===== src/rtl/core/wav_chunk_stream_parser_macros.svh =====
// -----------------------------------------------------------------------------
// WAV chunk stream parser assertion macros
// Concurrent assertion helpers that are left empty in synthesis builds.
// -----------------------------------------------------------------------------
`ifndef WAV_CHUNK_STREAM_PARSER_MACROS_SVH
`define WAV_CHUNK_STREAM_PARSER_MACROS_SVH

`ifndef SYNTHESIS

// Checks that the consequent holds in the same cycle as the antecedent.
`define WCSP_ASSERT_SAME(name, clk, rst_n, ante, cons, msg) \
  name: assert property (@(posedge clk) disable iff (!rst_n) (ante) |-> (cons)) \
    else $error(msg);

// Checks that the consequent holds in the cycle after the antecedent.
`define WCSP_ASSERT_NEXT(name, clk, rst_n, ante, cons, msg) \
  name: assert property (@(posedge clk) disable iff (!rst_n) (ante) |=> (cons)) \
    else $error(msg);

`else

`define WCSP_ASSERT_SAME(name, clk, rst_n, ante, cons, msg)
`define WCSP_ASSERT_NEXT(name, clk, rst_n, ante, cons, msg)

`endif

`endif


===== src/rtl/core/wcsp_pkg.sv =====
// -----------------------------------------------------------------------------
// WAV chunk stream parser package
// Phase codes, chunk tags, event and error codes, and the result type.
// -----------------------------------------------------------------------------
package wcsp_pkg;

  // Parser phases.
  localparam logic [3:0] PH_RIFF_ID   = 4'd0;
  localparam logic [3:0] PH_RIFF_SIZE = 4'd1;
  localparam logic [3:0] PH_WAVE_ID   = 4'd2;
  localparam logic [3:0] PH_CHUNK_ID  = 4'd3;
  localparam logic [3:0] PH_CHUNK_LEN = 4'd4;
  localparam logic [3:0] PH_FMT_BODY  = 4'd5;
  localparam logic [3:0] PH_DATA_BODY = 4'd6;
  localparam logic [3:0] PH_SKIP_BODY = 4'd7;
  localparam logic [3:0] PH_PAD       = 4'd8;

  // Chunk identifiers as they appear when shifted in big-endian order.
  localparam logic [31:0] TAG_RIFF = 32'h5249_4646;
  localparam logic [31:0] TAG_WAVE = 32'h5741_5645;
  localparam logic [31:0] TAG_FMT  = 32'h666D_7420;
  localparam logic [31:0] TAG_DATA = 32'h6461_7461;

  // Byte offsets of the captured fields inside a fmt body.
  localparam logic [4:0] FMT_OFF_CHAN_LO = 5'd2;
  localparam logic [4:0] FMT_OFF_CHAN_HI = 5'd3;
  localparam logic [4:0] FMT_OFF_RATE_B0 = 5'd4;
  localparam logic [4:0] FMT_OFF_RATE_B1 = 5'd5;
  localparam logic [4:0] FMT_OFF_RATE_B2 = 5'd6;
  localparam logic [4:0] FMT_OFF_RATE_B3 = 5'd7;
  localparam logic [4:0] FMT_OFF_BITS_LO = 5'd14;
  localparam logic [4:0] FMT_OFF_BITS_HI = 5'd15;
  localparam logic [4:0] FMT_USED_BYTES  = 5'd16;

  localparam logic [1:0]  FIELD_LAST_BYTE = 2'd3;
  localparam logic [15:0] CHAN_MONO       = 16'd1;
  localparam logic [15:0] CHAN_STEREO     = 16'd2;
  localparam logic [15:0] BITS_8          = 16'd8;
  localparam logic [15:0] BITS_16         = 16'd16;

  // Event kinds.
  localparam logic [1:0] EV_NONE   = 2'd0;
  localparam logic [1:0] EV_AUDIO  = 2'd1;
  localparam logic [1:0] EV_FORMAT = 2'd2;
  localparam logic [1:0] EV_ERROR  = 2'd3;

  // Format codes.
  localparam logic [1:0] FMT_MONO8    = 2'd0;
  localparam logic [1:0] FMT_MONO16   = 2'd1;
  localparam logic [1:0] FMT_STEREO8  = 2'd2;
  localparam logic [1:0] FMT_STEREO16 = 2'd3;

  // Error codes.
  localparam logic [1:0] ERR_NONE        = 2'd0;
  localparam logic [1:0] ERR_NO_RIFF     = 2'd1;
  localparam logic [1:0] ERR_NO_WAVE     = 2'd2;
  localparam logic [1:0] ERR_UNSUPPORTED = 2'd3;

  typedef struct packed {
    logic [1:0]  event_kind;
    logic [7:0]  audio_byte;
    logic [1:0]  format_code;
    logic [31:0] sample_rate;
    logic [1:0]  error_code;
    logic        file_done;
  } wcsp_result_t;

endpackage


===== src/rtl/core/wav_chunk_stream_parser.sv =====
// -----------------------------------------------------------------------------
// WAV chunk stream parser
// Walks a RIFF/WAVE byte stream, reports the format and passes out audio bytes.
// -----------------------------------------------------------------------------
//   Channel | Handshake               | Payload
//   --------+-------------------------+---------------------------------------
//   input   | in_valid_i / in_ready_o | file_byte_i, end_of_file_i
//   output  | out_valid_o/out_ready_i | event_kind_o, audio_byte_o,
//           |                         | format_code_o, sample_rate_o,
//           |                         | error_code_o, file_done_o
//
// One byte is taken per cycle while the output is not stalled; an accepted byte
// passes the input register and then the result register, which presents it.
// The parser state advances when a byte moves from the input register into
// the result register, so the rate is set by that single parse stage.
// A stalled output fills the result register and then the input register,
// and only then drops in_ready_o. Reset needs no clearing pass.
`include "wav_chunk_stream_parser_macros.svh"

module wav_chunk_stream_parser
  import wcsp_pkg::*;
(
  input  logic        clk_i,
  input  logic        rst_ni,
  input  logic        in_valid_i,
  output logic        in_ready_o,
  input  logic [7:0]  file_byte_i,
  input  logic        end_of_file_i,
  output logic        out_valid_o,
  input  logic        out_ready_i,
  output logic [1:0]  event_kind_o,
  output logic [7:0]  audio_byte_o,
  output logic [1:0]  format_code_o,
  output logic [31:0] sample_rate_o,
  output logic [1:0]  error_code_o,
  output logic        file_done_o
);

  logic         in_valid_q;
  logic [7:0]   byte_q;
  logic         eof_q;
  logic         out_valid_q;
  wcsp_result_t result_q;
  wcsp_result_t result_d;
  logic         advance;

  // A byte moves on when the result register is empty or is being drained.
  assign advance    = in_valid_q && (!out_valid_q || out_ready_i);
  assign in_ready_o = !in_valid_q || advance;

  always_ff @(posedge clk_i or negedge rst_ni) begin
    if (!rst_ni) begin
      in_valid_q <= 1'b0;
    end else if (in_valid_i && in_ready_o) begin
      in_valid_q <= 1'b1;
    end else if (advance) begin
      in_valid_q <= 1'b0;
    end
  end

  always_ff @(posedge clk_i) begin
    if (in_valid_i && in_ready_o) begin
      byte_q <= file_byte_i;
      eof_q  <= end_of_file_i;
    end
  end

  wcsp_parse_core u_core (
    .clk_i         (clk_i),
    .rst_ni        (rst_ni),
    .step_i        (advance),
    .file_byte_i   (byte_q),
    .end_of_file_i (eof_q),
    .result_o      (result_d)
  );

  always_ff @(posedge clk_i or negedge rst_ni) begin
    if (!rst_ni) begin
      out_valid_q <= 1'b0;
    end else if (advance) begin
      out_valid_q <= 1'b1;
    end else if (out_ready_i) begin
      out_valid_q <= 1'b0;
    end
  end

  always_ff @(posedge clk_i) begin
    if (advance) begin
      result_q <= result_d;
    end
  end

  assign out_valid_o   = out_valid_q;
  assign event_kind_o  = result_q.event_kind;
  assign audio_byte_o  = result_q.audio_byte;
  assign format_code_o = result_q.format_code;
  assign sample_rate_o = result_q.sample_rate;
  assign error_code_o  = result_q.error_code;
  assign file_done_o   = result_q.file_done;

  // A byte waiting in the input register is neither lost nor altered.
  `WCSP_ASSERT_NEXT(a_in_hold, clk_i, rst_ni, in_valid_q && !advance, in_valid_q && $stable(byte_q) && $stable(eof_q), "input register dropped a byte")

  // An error result always carries a nonzero error code.
  `WCSP_ASSERT_SAME(a_err_code, clk_i, rst_ni, out_valid_o && event_kind_o == EV_ERROR, error_code_o != ERR_NONE, "error event without an error code")

  // Only error results carry an error code, and only format results a rate.
  `WCSP_ASSERT_SAME(a_quiet_fields, clk_i, rst_ni, out_valid_o && event_kind_o != EV_ERROR, error_code_o == ERR_NONE && (event_kind_o == EV_FORMAT || sample_rate_o == '0), "stray field on a non-error result")

endmodule


===== src/rtl/core/wcsp_parse_core.sv =====
// -----------------------------------------------------------------------------
// WAV chunk stream parser core
// Parser state and the single-pass next-state and result logic for one byte.
// -----------------------------------------------------------------------------
module wcsp_parse_core
  import wcsp_pkg::*;
(
  input  logic         clk_i,
  input  logic         rst_ni,
  input  logic         step_i,
  input  logic [7:0]   file_byte_i,
  input  logic         end_of_file_i,
  output wcsp_result_t result_o
);

  logic [3:0]  phase_q, phase_d;
  logic [1:0]  cnt_q, cnt_d;
  logic [31:0] shift_q, shift_d;
  logic [31:0] rem_q, rem_d;
  logic [4:0]  off_q, off_d;
  logic [15:0] chan_q, chan_d;
  logic [15:0] bits_q, bits_d;
  logic [31:0] rate_q, rate_d;
  logic        pad_q, pad_d;
  logic        hold_q, hold_d;

  logic        decide_now;
  logic        body_done_now;
  logic        fmt_ok;
  logic [1:0]  fmt_code;
  wcsp_result_t res;

  always_comb begin
    phase_d       = phase_q;
    cnt_d         = cnt_q;
    shift_d       = shift_q;
    rem_d         = rem_q;
    off_d         = off_q;
    chan_d        = chan_q;
    bits_d        = bits_q;
    rate_d        = rate_q;
    pad_d         = pad_q;
    hold_d        = hold_q;
    decide_now    = 1'b0;
    body_done_now = 1'b0;
    fmt_ok        = 1'b1;
    fmt_code      = FMT_MONO8;
    res           = '0;

    if (!hold_q) begin
      case (phase_q)
        PH_RIFF_ID, PH_WAVE_ID, PH_CHUNK_ID: begin
          shift_d = {shift_q[23:0], file_byte_i};
          if (cnt_q == FIELD_LAST_BYTE) begin
            cnt_d = '0;
            if (phase_q == PH_RIFF_ID) begin
              if (shift_d != TAG_RIFF) begin
                res.event_kind = EV_ERROR;
                res.error_code = ERR_NO_RIFF;
                hold_d         = 1'b1;
              end else begin
                phase_d = PH_RIFF_SIZE;
              end
            end else if (phase_q == PH_WAVE_ID) begin
              if (shift_d != TAG_WAVE) begin
                res.event_kind = EV_ERROR;
                res.error_code = ERR_NO_WAVE;
                hold_d         = 1'b1;
              end else begin
                phase_d = PH_CHUNK_ID;
              end
            end else begin
              rem_d   = '0;
              phase_d = PH_CHUNK_LEN;
            end
          end else begin
            cnt_d = cnt_q + 2'd1;
          end
        end
        PH_RIFF_SIZE: begin
          if (cnt_q == FIELD_LAST_BYTE) begin
            cnt_d   = '0;
            phase_d = PH_WAVE_ID;
          end else begin
            cnt_d = cnt_q + 2'd1;
          end
        end
        PH_CHUNK_LEN: begin
          // Size arrives little-endian, one byte lane per field byte.
          rem_d[{cnt_q, 3'b000} +: 8] = rem_q[{cnt_q, 3'b000} +: 8] | file_byte_i;
          if (cnt_q == FIELD_LAST_BYTE) begin
            cnt_d = '0;
            pad_d = rem_d[0];
            if (shift_q == TAG_FMT) begin
              chan_d = '0;
              bits_d = '0;
              rate_d = '0;
              off_d  = '0;
              if (rem_d == '0) begin
                decide_now = 1'b1;
              end else begin
                phase_d = PH_FMT_BODY;
              end
            end else if (rem_d == '0) begin
              body_done_now = 1'b1;
            end else if (shift_q == TAG_DATA) begin
              phase_d = PH_DATA_BODY;
            end else begin
              phase_d = PH_SKIP_BODY;
            end
          end else begin
            cnt_d = cnt_q + 2'd1;
          end
        end
        PH_FMT_BODY: begin
          case (off_q)
            FMT_OFF_CHAN_LO: chan_d[7:0]   = file_byte_i;
            FMT_OFF_CHAN_HI: chan_d[15:8]  = file_byte_i;
            FMT_OFF_RATE_B0: rate_d[7:0]   = file_byte_i;
            FMT_OFF_RATE_B1: rate_d[15:8]  = file_byte_i;
            FMT_OFF_RATE_B2: rate_d[23:16] = file_byte_i;
            FMT_OFF_RATE_B3: rate_d[31:24] = file_byte_i;
            FMT_OFF_BITS_LO: bits_d[7:0]   = file_byte_i;
            FMT_OFF_BITS_HI: bits_d[15:8]  = file_byte_i;
            default: ;
          endcase
          if (off_q < FMT_USED_BYTES) begin
            off_d = off_q + 5'd1;
          end
          rem_d = rem_q - 32'd1;
          if (rem_d == '0) begin
            decide_now = 1'b1;
          end
        end
        PH_DATA_BODY: begin
          res.event_kind = EV_AUDIO;
          res.audio_byte = file_byte_i;
          rem_d          = rem_q - 32'd1;
          if (rem_d == '0) begin
            body_done_now = 1'b1;
          end
        end
        PH_SKIP_BODY: begin
          rem_d = rem_q - 32'd1;
          if (rem_d == '0) begin
            body_done_now = 1'b1;
          end
        end
        PH_PAD: begin
          phase_d = PH_CHUNK_ID;
        end
        default: begin
          phase_d = PH_RIFF_ID;
        end
      endcase

      // Format lookup on the values as they stand after this byte's capture.
      if (chan_d == CHAN_MONO && bits_d == BITS_8) begin
        fmt_code = FMT_MONO8;
      end else if (chan_d == CHAN_MONO && bits_d == BITS_16) begin
        fmt_code = FMT_MONO16;
      end else if (chan_d == CHAN_STEREO && bits_d == BITS_8) begin
        fmt_code = FMT_STEREO8;
      end else if (chan_d == CHAN_STEREO && bits_d == BITS_16) begin
        fmt_code = FMT_STEREO16;
      end else begin
        fmt_ok = 1'b0;
      end

      // An unsupported format stops the walk; the body end is not taken then.
      if (decide_now) begin
        if (fmt_ok) begin
          res.event_kind  = EV_FORMAT;
          res.format_code = fmt_code;
          res.sample_rate = rate_d;
          body_done_now   = 1'b1;
        end else begin
          res.event_kind = EV_ERROR;
          res.error_code = ERR_UNSUPPORTED;
          hold_d         = 1'b1;
        end
      end

      if (body_done_now) begin
        phase_d = pad_d ? PH_PAD : PH_CHUNK_ID;
        pad_d   = 1'b0;
      end
    end

    res.file_done = end_of_file_i;

    // The end-of-file byte restarts the parser from the RIFF id.
    if (end_of_file_i) begin
      phase_d = PH_RIFF_ID;
      cnt_d   = '0;
      shift_d = '0;
      rem_d   = '0;
      off_d   = '0;
      chan_d  = '0;
      bits_d  = '0;
      rate_d  = '0;
      pad_d   = 1'b0;
      hold_d  = 1'b0;
    end
  end

  assign result_o = res;

  always_ff @(posedge clk_i or negedge rst_ni) begin
    if (!rst_ni) begin
      phase_q <= PH_RIFF_ID;
      cnt_q   <= '0;
      shift_q <= '0;
      rem_q   <= '0;
      off_q   <= '0;
      chan_q  <= '0;
      bits_q  <= '0;
      rate_q  <= '0;
      pad_q   <= 1'b0;
      hold_q  <= 1'b0;
    end else if (step_i) begin
      phase_q <= phase_d;
      cnt_q   <= cnt_d;
      shift_q <= shift_d;
      rem_q   <= rem_d;
      off_q   <= off_d;
      chan_q  <= chan_d;
      bits_q  <= bits_d;
      rate_q  <= rate_d;
      pad_q   <= pad_d;
      hold_q  <= hold_d;
    end
  end

endmodule


===== config.mk =====
export PLATFORM = sky130hd
export DESIGN_NAME = wav_chunk_stream_parser
export DESIGN_NICKNAME = d
export VERILOG_FILES = /design/src/rtl/core/wcsp_pkg.sv /design/src/rtl/core/wav_chunk_stream_parser.sv /design/src/rtl/core/wcsp_parse_core.sv
export VERILOG_INCLUDE_DIRS = /design/src /design/src/rtl/core
export SDC_FILE = /design/constraint.sdc
export NUM_CORES = 1
export LEC_CHECK = 0
export BUFFER_PORTS_ARGS = -buffer_cell sky130_fd_sc_hd__buf_2
export CAP_MARGIN = 20
export CORE_MARGIN = 3
export CORE_UTILIZATION = 50
export DETAILED_ROUTE_END_ITERATION = 10
export GPL_TIMING_DRIVEN = 0
export MAX_ROUTING_LAYER = met4
export PLACE_DENSITY = 0.64
export SYNTH_ARGS = -nofsm -noshare
export SYNTH_HDL_FRONTEND = slang
export SYNTH_SLANG_ARGS = --single-unit
export TNS_END_PERCENT = 5

===== constraint.sdc =====
create_clock -name clk_i -period 4.95 [get_ports clk_i]
set_input_delay 0.99 -clock clk_i [delete_from_list [all_inputs] [get_ports clk_i]]
set_output_delay 0.99 -clock clk_i [all_outputs]
set_load 0.05 [all_outputs]

# Yosys cells after proc, flatten, opt, wreduce, memory -nomap -nowiden
# Cells that the tools add are included.
[totals]
elab_cells = 222
register_bits = 199
mem_count = 0
ramBits = 0
rom_bits = 0
latchBits = 0
[op_classes]
magnitude_cmp = 1
n_reduce_logical = 33
n_addsub = 4
bitwise_logic = 4
eq_ne = 39
mul = 0
shift = 3
n_div = 0
mux = 117
[ops]
columns = ["op", "n"]
rows = [
  ["2-to-1 mux 32 bit", 12],
  ["2-to-1 mux 16 bit", 10],
  ["one-hot mux 32 bit (3 select lines)", 1],
  ["equality test 32 x 31 -> 1 bit (second input constant)", 2],
  ["zero test 32 bit", 2],
  ["2-to-1 mux 8 bit", 8],
  ["inequality test 32 x 31 -> 1 bit (second input constant)", 2],
  ["one-hot mux 16 bit (2 select lines)", 2],
  ["one-hot mux 32 bit (2 select lines)", 1],
  ["2-to-1 mux 4 bit", 14],
  ["2-to-1 mux 2 bit", 20],
  ["2-to-1 mux 1 bit", 38],
  ["bitwise mux 32 bit", 1],
  ["variable shift 8 x 7 -> 32 bit (first input constant)", 1],
  ["variable part select 32 x 6 -> 8 bit", 1],
  ["variable part select 8 x 7 -> 32 bit", 1],
  ["subtractor 32 x 1 -> 32 bit (second input constant)", 1],
  ["2-to-1 mux 5 bit", 5],
  ["equality test 5 x 3 -> 1 bit (second input constant)", 4],
  ["one-hot mux 4 bit (5 select lines)", 1],
  ["equality test 16 x 1 -> 1 bit (second input constant)", 1],
  ["equality test 16 x 2 -> 1 bit (second input constant)", 1],
  ["equality test 16 x 4 -> 1 bit (second input constant)", 1],
  ["equality test 16 x 5 -> 1 bit (second input constant)", 1],
  ["39 further kinds", 70],
]

# Longest topological paths before layout
# Gate-level depths: netlist of run 1.
[depth]
ltp_word = 18
depth_mapped = 15
depth_no_buf = 12

# By module
# A second synthesis of run 1 with hierarchy kept.
[hier_totals]
cells_unflattened = 1174
area_unflattened_um2 = 11375.9
[by_module_without_submodules]
columns = ["mod", "cells_each", "area_each_um2", "n_inst"]
rows = [
  ["wcsp_parse_core", 1110, 9590.4, 1],
  ["wav_chunk_stream_parser", 64, 1785.5, 1],
]

# Worst setup path before layout of run 1
# OpenSTA, ideal clock, no wires.
[synth_timing]
path_kind = "input-to-reg"
start = "input port out_ready_i"
end = "register u_core.shift_q[0]"
setup_ns = 0.121
stages = 7
arrival_ns = 3.400
path_buffers = 1
setup_slack_ns = 1.429
path_cell_list = "nand2b_1 nand2_1 inv_1 o21ai_0 o21bai_1 clkbuf_1 a22o_1"
[synth_between]
elab_chain_cells = 3
[synth_rtl]
columns = ["element", "line", "text"]
rows = [
  ["from (decl)", "wav_chunk_stream_parser.sv:30", "input logic out_ready_i,"],
  ["logical OR 1 bit", "wav_chunk_stream_parser.sv:48", "assign advance = in_valid_q && (!out_valid_q || out_ready_i);"],
  ["logical AND 1 bit", "wav_chunk_stream_parser.sv:48", ""],
  ["named net advance", "wav_chunk_stream_parser.sv:45", "logic advance;"],
  ["AND reduction 3 bit (no line)", "--", ""],
  ["to (signal assigned)", "wcsp_parse_core.sv:224", "shift_q <= shift_d;"],
  ["to (decl)", "wcsp_parse_core.sv:18", "logic [31:0] shift_q, shift_d;"],
]
# The timed path passes the listed nets, and every way through them passes these cells.
# A chain may end at the register's enable or synchronous reset.

# Worst setup path after layout of run 1
[layout_timing]
start = "register u_core.cnt_q[1]"
end = "register result_q (netlist bit format_code_o[1]), data pin"
[layout_between]
elab_chain_cells = 13
word_cells_on_any_way = 37
cone_classes = "1 x add/sub; 5 x eq/ne; 3 x shift; 19 x mux; 3 x bitwise; 6 x reduce/logical"
[layout_rtl]
columns = ["element", "line", "text"]
rows = [
  ["from (decl)", "wcsp_parse_core.sv:17", "logic [1:0] cnt_q, cnt_d;"],
  ["from (signal assigned)", "wcsp_parse_core.sv:223", "cnt_q <= cnt_d;"],
  ["parallel branches: the longest is 13 deep, another holds variable part select 32 x 6 -> 8 bit", "--", ""],
  ["to (signal assigned)", "wav_chunk_stream_parser.sv:89", "result_q <= result_d;"],
  ["to (decl)", "wav_chunk_stream_parser.sv:43", "wcsp_result_t result_q;"],
]
# Several ways; the timed one is not identified. The select of a mux whose other input is x is not followed.

==> results of run 1 <==
## layout by cell type (no fill, tap or decap), types with 8 or more instances in the layout
cell         n
inv_1       31
nor4_1      23
and3_1      11
dfrtp_1    143
nor2_1     119
ha_1        13
a31oi_1      9
clkbuf_16   17
nand2_1     78
o22ai_1     28
nand4_1     13
a22oi_1     38
a21oi_1     48
a2bb2oi_1   11
nand2b_1     8
buf_2       74
o21ai_0     90
xnor2_1      8
nor3_1      31
edfxtp_1    56
and2_1      16
clkbuf_1    77
a22o_1      93
nor4b_1     10
nand3_1     18
## kinds of logic after synthesis
family,count (synthesis),share of synthesized area [%]
xor+xnor,10,0.804
mux,14,2.32
buf+inv,126,4.56
flops,199,48.3
simple gates,391,18.7
compound gates,375,23.9
fa+ha+maj,13,1.49
## routing by layer
layer / share of wire [%] / vias to the layer above
met5: 0 / -
met4: 2.1 / 0
met3: 9.5 / 66
met2: 43 / 525
met1: 45 / 4758
li1: - / 4436
## through the flow
step	instances	area, um^2	hold WS, ns	util, %
global placement	1464	11500	0.474	54.4
detailed placement	1467	11600	0.482	54.7
floorplan	1128	10900	0.449	-
finish	1499	12200	0.485	57.5
global route	1499	12200	0.509	57.5
CTS	1499	12200	0.499	57.5
## final cells by class
| type | count | area, um^2 |
|---|---|---|
| Fill cell | 1902 | 9020 |
| Sequential cell | 199 | 5260 |
| Multi-Input combinational cell | 803 | 5140 |
| Clock buffer | 17 | 425 |
| Buffer | 94 | 377 |
| Timing Repair Buffer | 64 | 364 |
| Tap cell | 275 | 344 |
| Clock inverter | 15 | 168 |
| Inverter | 32 | 120 |
## power by group through the flow
stage	logic (uW)	clock network [uW]	registers [uW]
after floorplan	2350	0	2150
after global placement	3420	0	2130
after detailed placement	3420	0	2120
after CTS	3440	1430	2090
after global routing	3830	1500	2120
final	3560	1410	2110
## synth_stat cells (6+ instances only)
library cell | number | area share, %
xnor2_1 | 8 | 0.64
and3_1 | 11 | 0.63
nand2_1 | 78 | 2.7
a2bb2oi_1 | 11 | 0.88
a21oi_1 | 48 | 2.2
nand3_1 | 18 | 0.83
and2_1 | 16 | 0.92
nor4_1 | 23 | 1.3
nor4b_1 | 10 | 0.80
dfrtp_1 | 143 | 33
nand2b_1 | 8 | 0.46
nand4b_1 | 6 | 0.48
buf_2 | 13 | 0.60
nor3b_1 | 6 | 0.41
clkbuf_1 | 77 | 2.7
nand4_1 | 13 | 0.75
edfxtp_1 | 56 | 15
o21ai_0 | 90 | 4.1
ha_1 | 13 | 1.5
a22oi_1 | 38 | 2.6
o22ai_1 | 28 | 1.6
or3_1 | 6 | 0.34
nor2_1 | 119 | 4.1
inv_1 | 32 | 1.1
a31oi_1 | 9 | 0.52
a22o_1 | 93 | 7.5
nor3_1 | 31 | 1.4
## state kept, by name, summed over array words and instances (netlist names), 2 cells and up
register and cells:
sample_rate_o 32, u_core.rate_q 32, u_core.rem_q 32, u_core.shift_q 32, u_core.bits_q 16, u_core.chan_q 16
audio_byte_o 8, byte_q 8, u_core.off_q 5, u_core.phase_q 4, error_code_o 2, event_kind_o 2
format_code_o 2, u_core.cnt_q 2
## final timing paths
check / end / slack, ns / cells past startpoint
hold reg to reg: u_core.bits_q[6] / 0.50 / 1
max in group asynchronous: u_core.rem_q[22] / 3.63 / 2
setup / recovery: format_code_o[1] / 0.29 / 13
hold / removal: u_core.shift_q[26] / 0.48 / 1
min in group clk_i: u_core.bits_q[6] / 0.50 / 1
setup reg to reg: format_code_o[1] / 0.29 / 13
==> summary.md, run 1 <==
| Metric | Value |
|---|---|
| Outcome | `finished clean` |
| Post-Syn Nets | `1154` |
| F_max | `215 MHz` |
| Post-route DRC | `0` |
| Vias | `9785` |
| Initial antenna violation count | `0` |
| Grt ovf | `0` |
| Post-CTS Hold Buffers | `0` |
| PostCTS Resize Cnt | `0` |
| Slew headroom | `32.3%` |
| Sw Pwr | `roughly 3400 uW` |
| Core ar. | `between 20000 and 25000 um^2` |
| Tmin final | `4.66 ns` |
| RSZ-0062 raised after global routing | `no` |
| First-pass GRT wire length | `55300 um` |
| Largest net degree at the start of global routing | `92` |
| Setup Slack @ Placement | `0.516 ns` |
| CP endpoint kind | `flop` |
| Area grow syn2layout | `11.9%` |
| Reg clk slew, reported paths | `0.08 ns` |
| Clk pwr share | `19.9%` |
| Fraction of layout cells with a size suffix above 1 | `10.8%` |
| Critical path origin | `u_core.cnt_q[1]` |
| Final-report hold violation count | `0` |
| Switching part of the total power | `47.8%` |
| Post-synth EDFFs | `56` |
| CP Data Required Time | `5.23 ns` |
| CP max stage delay | `0.64 ns` |
| Die height | `154 um` |
| # Post-CTS Setup Buffers | `0` |
| Iter 0 DRT Violations | `between 1000 and 1500` |
| Max-cap viol count | `0` |
| Int Pwr | `3690 uW` |
| DIE AREA | `between 20000 and 25000 um^2` |
| Crit-path most repeated cell | `nand2_1` |
| Crit path cell chain | `clkbuf_1 -> inv_1 -> ha_1 -> and2_1 -> nand2_1 -> o22ai_1 -> nor4_1 -> nand3_1 -> o32ai_1 -> and2b_1 -> nand2_1 -> buf_2 -> nor2_1` |
| Async SR Flop Fraction | `71.9%` |
| Top delay family on crit path | `simple AND/OR/NAND/NOR gates` |
| DP Wirelength | `~25000 um` |
| Post-Syn Area | `around 11000 um^2` |
| CTS Buf Count | `17` |
| Worst EP arrival | `about 5 ns` |
| Yosys warns | `0` |
| WS Path Type | `reg -> reg` |
| Antenna cells | `0` |
| Die X | `154 um` |
| Setup_tns | `0 ns` |
| Starting Density | `51.3%` |
| P_leak | `0.00495 uW` |
| GRT busiest layer | `met1` |
| CTS tree | `yes` |
| DR vias/cell | `6.53` |
| Power Dens Cells | `581 nW/um^2` |
| # rows | `53` |
| Register area share after synthesis | `48.3%` |
| Sequential power share | `29.7%` |
| Clock skew | `0.0131 ns` |
| Clock Latency Late Sink | `around 0.45 ns` |
| Htree depth | `4` |
| Overall power | `7080 uW` |
| Worst-Margin Slew | `1.01 ns` |
| Worst Path Buf+Inv | `3` |
| Met1 Usage GRT | `45.8%` |
| Origin of the critical flop-to-flop path | `u_core.cnt_q[1]` |
| Distinct cells, synth | `75` |
| Pre-antenna DRT Iters | `5` |
| Largest buffer count on any clock path | `2` |
| Fin crit share | `between 90% and 100%` |
| Number of global-route vias before repair | `9319` |
| GRT Overall Usage | `30.9%` |
| CP Launch Type | `flop` |
| IO Port Bufs | `61` |
| DRT antenna net count | `0` |
| GRT met3 Usage | `slightly above 6%` |
| Final setup fails | `0` |
| Placer Congestion | `0.997` |
| WL final | `35700 um` |
| Sink Count | `199` |
| Logic pwr share | `50.3%` |
| Wirelength per Cell | `23.8 um` |
| Mean Syn Cell Area | `9.66 um^2` |
| Crit Path Max Fanout | `10` |
| Setup ws final | `0.290 ns` |
| Mapped Cells | `1128` |
| Nets@finish | `between 1000 and 1500` |
| Predominant post-synthesis flop cell | `dfrtp_1` |
| Hold Crit Class | `in -> async` |
| IR drop worst, VDD | `0.000325 V` |
| CP max stage cell | `o32ai_1` |
| CTS root buffer | `clkbuf_16` |
| I/O pin cnt | `62` |
| Grt met2 use | `43.3%` |
| #FFs+latches synth | `199` |
| Max-slew violation count | `0` |
No activity file was read; power rests on OpenSTA's default activity.
==> inputs of run 2 (changes only) <==
--- a/config.mk
+++ b/config.mk
@@ -8,8 +8,9 @@
 export LEC_CHECK = 0
 export BUFFER_PORTS_ARGS = -buffer_cell sky130_fd_sc_hd__buf_2
 export CAP_MARGIN = 20
-export CORE_MARGIN = 3
+export CORE_MARGIN = 5
 export CORE_UTILIZATION = 50
+export CTS_BUF_LIST = sky130_fd_sc_hd__clkbuf_4
 export DETAILED_ROUTE_END_ITERATION = 10
 export GPL_TIMING_DRIVEN = 0
 export MAX_ROUTING_LAYER = met4
==> run 2 against run 1 <==
  * Clock-buffer cell count unchanged
  * Clock skew is 0.026 ns higher
  * Register-to-register slack better by 0.21 ns
  * Worst hold slack lost 0.060 ns
  * Via count up 2.0%
  * Cell area decreased by 2.1%
  * Critical path type unchanged
  * Largest cell class unchanged
  * Largest power group unchanged
==> summary.md, run 2 (synthesized netlist as in run 1, its figures left out) <==
| Metric | Value |
|---|---|
| Reg clk slew, reported paths | `0.19 ns (+0.11 ns)` |
| Power Dens Cells | `554 nW/um^2 (-4.5%)` |
| Fill cells | `1998 (+5.0%)` |
| Fraction of layout cells with a size suffix above 1 | `10.8% (unchanged)` |
| CP max stage delay | `0.56 ns (-0.08 ns)` |
| Max-cap viol count | `0 (unchanged)` |
| Commonest non-fill, non-tap cell in the layout | `dfrtp_1` |
| Final setup fails | `0 (unchanged)` |
| Grt ovf | `0 (unchanged)` |
| IR drop worst, VDD | `0.000303 V (-7.0%)` |
| Largest buffer count on any clock path | `2 (unchanged)` |
| Nets@finish | `1237 (unchanged)` |
| CP max stage cell | `o32ai_1` |
| Int Pwr | `3300 uW (-11%)` |
| PostCTS Resize Cnt | `0 (unchanged)` |
| Worst-Margin Slew | `0.938 ns (-0.0739 ns)` |
| Htree depth | `4 (unchanged)` |
| Clock Latency Late Sink | `0.62 ns (+0.17 ns)` |
| I/O pin cnt | `62 (unchanged)` |
| Max-slew violation count | `0 (unchanged)` |
| Post-CTS Hold Buffers | `0 (unchanged)` |
| Crit path cell chain | `clkbuf_1 -> inv_1 -> ha_1 -> and2_1 -> nand2_1 -> o22ai_1 -> nor4_1 -> nand3_1 -> o32ai_1 -> and2b_1 -> nand2_1 -> buf_2 -> nor2_1` |
| Wirelength per Cell | `23.7 um (-0.37%)` |
| F_max | `225 MHz (+4.7%)` |
| Sink Count | `199 (unchanged)` |
| Area grow syn2layout | `9.59%` |
| Die height | `158 um (+2.6%)` |
| Hold Crit Class | `in -> async` |
| DR vias/cell | `6.63 (+1.6%)` |
| Largest net degree at the start of global routing | `93 (+1.1%)` |
| Switching part of the total power | `50.2% (+2.3 points)` |
| # rows | `54 (+1.9%)` |
| WS Path Type | `reg -> reg` |
| Crit-path most repeated cell | `nand2_1` |
| Clk pwr share | `14.4% (-5.5 points)` |
| Post-route DRC | `0 (unchanged)` |
| Starting Density | `50.4% (-0.95 points)` |
| Outcome | `finished clean` |
| Crit Path Max Fanout | `10 (unchanged)` |
| Clock skew | `0.0393 ns (+0.0262 ns)` |
| Logic pwr share | `53.8% (+3.5 points)` |
| P_leak | `0.00483 uW (-2.4%)` |
| RSZ-0062 raised after global routing | `no` |
| DP Wirelength | `25100 um (+0.53%)` |
| Initial antenna violation count | `1 (+1)` |
| Iter 0 DRT Violations | `1090 (+3.5%)` |
| Tmin final | `4.45 ns (-0.211 ns)` |
| Core ar. | `21600 um^2 (+1.9%)` |
| Pre-antenna DRT Iters | `9 (+4)` |
| IO Port Bufs | `61 (unchanged)` |
| Sw Pwr | `3320 uW (-2.0%)` |
| Final-report hold violation count | `0 (unchanged)` |
| CP Launch Type | `flop` |
| Setup_tns | `0 ns (unchanged)` |
| Slew headroom | `36.8% (+4.5 points)` |
| Sequential power share | `31.9% (+2.2 points)` |
| Worst Path Buf+Inv | `3 (unchanged)` |
| WL final | `35700 um (about the same)` |
| Most frequent cells in the layout | `dfrtp_1, nor2_1, a22o_1` |
| # Post-CTS Setup Buffers | `0 (unchanged)` |
| Number of global-route vias before repair | `9329 (+0.11%)` |
| CTS root buffer | `clkbuf_4` |
| Setup Slack @ Placement | `0.645 ns (+0.130 ns)` |
| Die X | `158 um (+2.6%)` |
| First-pass GRT wire length | `55000 um (-0.57%)` |
| Placer Congestion | `1.02 (+2.1%)` |
| CP endpoint kind | `flop` |
| DIE AREA | `24800 um^2 (+5.3%)` |
| Setup ws final | `0.500 ns (+0.211 ns)` |
| Vias | `9977 (+2.0%)` |
| CTS tree | `yes` |
| GRT Overall Usage | `29.7% (-1.2 points)` |
| Fin crit share | `89.9% (-4.3 points)` |
| Top delay family on crit path | `simple AND/OR/NAND/NOR gates` |
| CP Data Required Time | `5.42 ns (+0.19 ns)` |
| CTS Buf Count | `17 (unchanged)` |
| DRT antenna net count | `0 (unchanged)` |
| Worst EP arrival | `4.92 ns (-0.02 ns)` |
==> run 2: cell count changes in the layout (fill, tap and decap cells not counted), sizes merged <==
cell	change
bufinv	+1
clkinv	+1
diode	+1
inv	-2
==> run 2: metal layers <==
metal | vias to the layer above | routed length [um] | track usage [%]
met1 | 4882 | 15700 | 43.3
met4 | 0 | 1060 | 9.01
li1 | 4435 | - | -
met2 | 563 | 15500 | 42.3
met3 | 97 | 3450 | 5.77
met5 | - | 0 | -
==> run 2: power by group through the flow <==
| stage | Sequential [uW] | Combinational (uW) | Clock, uW |
|---|---|---|---|
| after floorplan | 2150 | 2350 | 0 |
| after global placement | 2130 | 3400 | 0 |
| after detailed placement | 2130 | 3420 | 0 |
| after CTS | 2100 | 3430 | 970 |
| after global routing | 2130 | 3850 | 1030 |
| final | 2110 | 3560 | 950 |
==> run 2: per-stage QoR <==
stage                     total power, uW  util, %  hold WS [ns]  cell area, um^2  std cells
after global placement               5530     53.4         0.475            11600       1469
after detailed placement             5540     53.7         0.483            11600       1472
final                                6620     55.2         0.424            11900       1505
after global routing                 7000     55.2         0.508            11900       1505
after floorplan                      4500        -         0.449            10900       1128
after CTS                            6500     55.2         0.454            11900       1504
==> run 2: final timing paths <==
path | startpoint | endpoint | slack (ns) | cells past startpoint
min in group clk_i | in_valid_q | out_valid_o | 0.51 | 1
worst min-delay path | rst_ni | u_core.shift_q[29] | 0.42 | 1
worst max-delay path | u_core.cnt_q[1] | sample_rate_o[0] | 0.50 | 13
worst min register to register | in_valid_q | out_valid_o | 0.51 | 1
max in group asynchronous | rst_ni | u_core.off_q[0] | 3.71 | 2
worst max register to register | u_core.cnt_q[1] | sample_rate_o[0] | 0.50 | 13
==> run 2: layout make-up <==
class | count | area, um^2 | area share [%]
diodes | 1 | 2.50 | 0.0210
clock inverters | 15 | 200 | 1.68
inverters | 32 | 120 | 1.01
repair buffers | 64 | 364 | 3.05
multi-input cells | 803 | 5140 | 43.0
flip-flops and latches | 199 | 5260 | 44.1
well taps | 280 | 350 | 2.93
plain buffers | 94 | 377 | 3.15
clock buffers | 17 | 128 | 1.07
==> inputs of run 3 (changes only) <==
--- a/config.mk
+++ b/config.mk
@@ -8,6 +8,7 @@
 export LEC_CHECK = 0
 export BUFFER_PORTS_ARGS = -buffer_cell sky130_fd_sc_hd__buf_2
 export CAP_MARGIN = 20
+export CORE_ASPECT_RATIO = 1.2
 export CORE_MARGIN = 5
 export CORE_UTILIZATION = 50
 export CTS_BUF_LIST = sky130_fd_sc_hd__clkbuf_4
@@ -15,6 +16,7 @@
 export GPL_TIMING_DRIVEN = 0
 export MAX_ROUTING_LAYER = met4
 export PLACE_DENSITY = 0.64
+export REMOVE_ABC_BUFFERS = 1
 export SYNTH_ARGS = -nofsm -noshare
 export SYNTH_HDL_FRONTEND = slang
 export SYNTH_SLANG_ARGS = --single-unit
==> run 3 against run 2 <==
  * Clock skew down 0.0025 ns
  * Setup slack improved by 0.058 ns
  * Combinational power shrank 10%
  * Die area about the same
  * Utilization fell by 0.66 points
  * Clock power increased by 7%
  * Critical path depth shrank 4
  * Critical path type unchanged
  * Critical endpoint is now format_code_o[1]
  * Largest cell class unchanged
==> summary.md, run 3 (synthesized netlist as in run 1, its figures left out) <==
| Metric | Value |
|---|---|
| Outcome | `finished clean` |
| CTS tree | `yes` |
| Core ar. | `21600 um^2 (-0.30%)` |
| P_leak | `0.00476 uW (-1.5%)` |
| Initial antenna violation count | `1 (unchanged)` |
| CTS root buffer | `clkbuf_4` |
| Worst EP arrival | `4.83 ns (-0.09 ns)` |
| CP Data Required Time | `5.39 ns (-0.03 ns)` |
| Die X | `145 um (-8.2%)` |
| IR drop worst, VDD | `0.000502 V (+66%)` |
| # rows | `59 (+9.3%)` |
| Fin crit share | `88.7% (-1.2 points)` |
| Worst-Margin Slew | `1.05 ns (+0.111 ns)` |
| Slew headroom | `30.0% (-6.8 points)` |
| Commonest non-fill, non-tap cell in the layout | `dfrtp_1` |
| WS Path Type | `reg -> reg` |
| Clock Latency Late Sink | `0.63 ns (about the same)` |
| Number of global-route vias before repair | `8727 (-6.5%)` |
| Critical path origin | `u_core.cnt_q[0]` |
| Starting Density | `50.5% (+0.15 points)` |
| Pre-antenna DRT Iters | `6 (-3)` |
| First-pass GRT wire length | `49200 um (-10%)` |
| Grt ovf | `0 (unchanged)` |
| IO Port Bufs | `61 (unchanged)` |
| I/O pin cnt | `62 (unchanged)` |
| DIE AREA | `24900 um^2 (about the same)` |
| # Post-CTS Setup Buffers | `0 (unchanged)` |
| Nets@finish | `1150 (-7.0%)` |
| DRT antenna net count | `0 (unchanged)` |
| CP Launch Type | `flop` |
| Hold WS | `0.258 ns (-0.166 ns)` |
| CTS Buf Count | `17 (unchanged)` |
| DR vias/cell | `6.53 (-1.4%)` |
| Clock skew | `0.0368 ns (-0.00250 ns)` |
| Area grow syn2layout | `7.96%` |
| Vias | `9225 (-7.5%)` |
| RSZ-0062 raised after global routing | `no` |
| Post-route DRC | `0 (unchanged)` |
| Post-CTS Hold Buffers | `0 (unchanged)` |
| DP Wirelength | `21000 um (-17%)` |
| Max-slew violation count | `0 (unchanged)` |
| Origin of the critical flop-to-flop path | `u_core.cnt_q[0]` |
| Design area | `11800 um^2 (-1.5%)` |
| Iter 0 DRT Violations | `1004 (-7.9%)` |
| Reg clk slew, reported paths | `0.21 ns (+0.02 ns)` |
| PostCTS Resize Cnt | `1 (+1)` |
| WL final | `31100 um (-13%)` |
| Power Dens Cells | `553 nW/um^2 (-0.23%)` |
| Final-report hold violation count | `0 (unchanged)` |
| Die height | `172 um (+8.9%)` |
| Placed instance area | `11400 um^2 (-1.9%)` |
| CP endpoint kind | `flop` |
| Tmin final | `4.39 ns (-0.0579 ns)` |
| GRT Overall Usage | `26.1% (-3.6 points)` |
| Final setup fails | `0 (unchanged)` |
| Fraction of layout cells with a size suffix above 1 | `11.9% (+1.1 points)` |
| Hold Crit Class | `in -> async` |
| Wirelength per Cell | `22.1 um (-7.0%)` |
| Most frequent cells in the layout | `dfrtp_1, nor2_1, a22o_1` |
| F_max | `228 MHz (+1.3%)` |
| Htree depth | `4 (unchanged)` |
| Largest net degree at the start of global routing | `95 (+2.2%)` |
| Max-cap viol count | `0 (unchanged)` |
| Placer Congestion | `1.04 (+2.3%)` |
| Crit Path Max Fanout | `34 (+24)` |
| Final Util | `54.6% (-0.66 points)` |
| Sink Count | `199 (unchanged)` |
| Largest buffer count on any clock path | `2 (unchanged)` |
## run 3: cell count changes in the layout (fill, tap and decap cells not counted), sizes merged
cell    change
inv         +2
clkbuf     -77
clkinv      -2
buf        -10
## run 3: where the power goes
part | internal, uW | switching, uW
logic | 1110 | 2080
registers | 1880 | 413
clock network | 310 | 707
## run 3: worst max-delay path, cell delays in order (launching register included)
cell     delay, ns
dfrtp_2       0.70
mux4_2        0.56
nor2_1        0.53
o22ai_1       0.32
nor4_1        0.35
nand3_1       0.20
o32ai_1       0.57
and2b_1       0.24
nand2_2       0.39
nor2_1        0.36
## run 3: area by class of cell
type	instances	area [um^2]
antenna	1	2.50
clock buffer	17	128
clock inverter	15	229
fill	1932	9790
inverter	32	120
multi-input combinational	803	5180
sequential	199	5260
tap	274	343
timing repair buffer	71	498
## run 3: metal layers
metal  share of wire (%)  GRT usage, %
met4                 2.8          8.64
met1                  44          35.9
met2                  46          39.9
met3                 6.3          4.14
met5                   0             -
## run 3: per-stage QoR
step                std cells  setup TNS [ns]  total power (uW)  setup WS [ns]
finish                   1412               0              6500          0.558
global route             1412               0              6910          0.290
CTS                      1410               0              6430          0.329
detailed placement       1378         -0.0159              5420        -0.0159
global placement         1369         -208.97              5340          -1.90
floorplan                1034               0              4400          0.409
## run 3: path summary, 6_finish.rpt
kind / endpoint / slack (ns) / cells past startpoint
max in group asynchronous: u_core.cnt_q[0] / 3.81 / 2
hold reg to reg: u_core.pad_q / 0.52 / 2
hold / removal: u_core.rem_q[22] / 0.26 / 1
setup reg to reg: format_code_o[1] / 0.56 / 9
setup / recovery: format_code_o[1] / 0.56 / 9
min in group clk_i: u_core.pad_q / 0.52 / 2
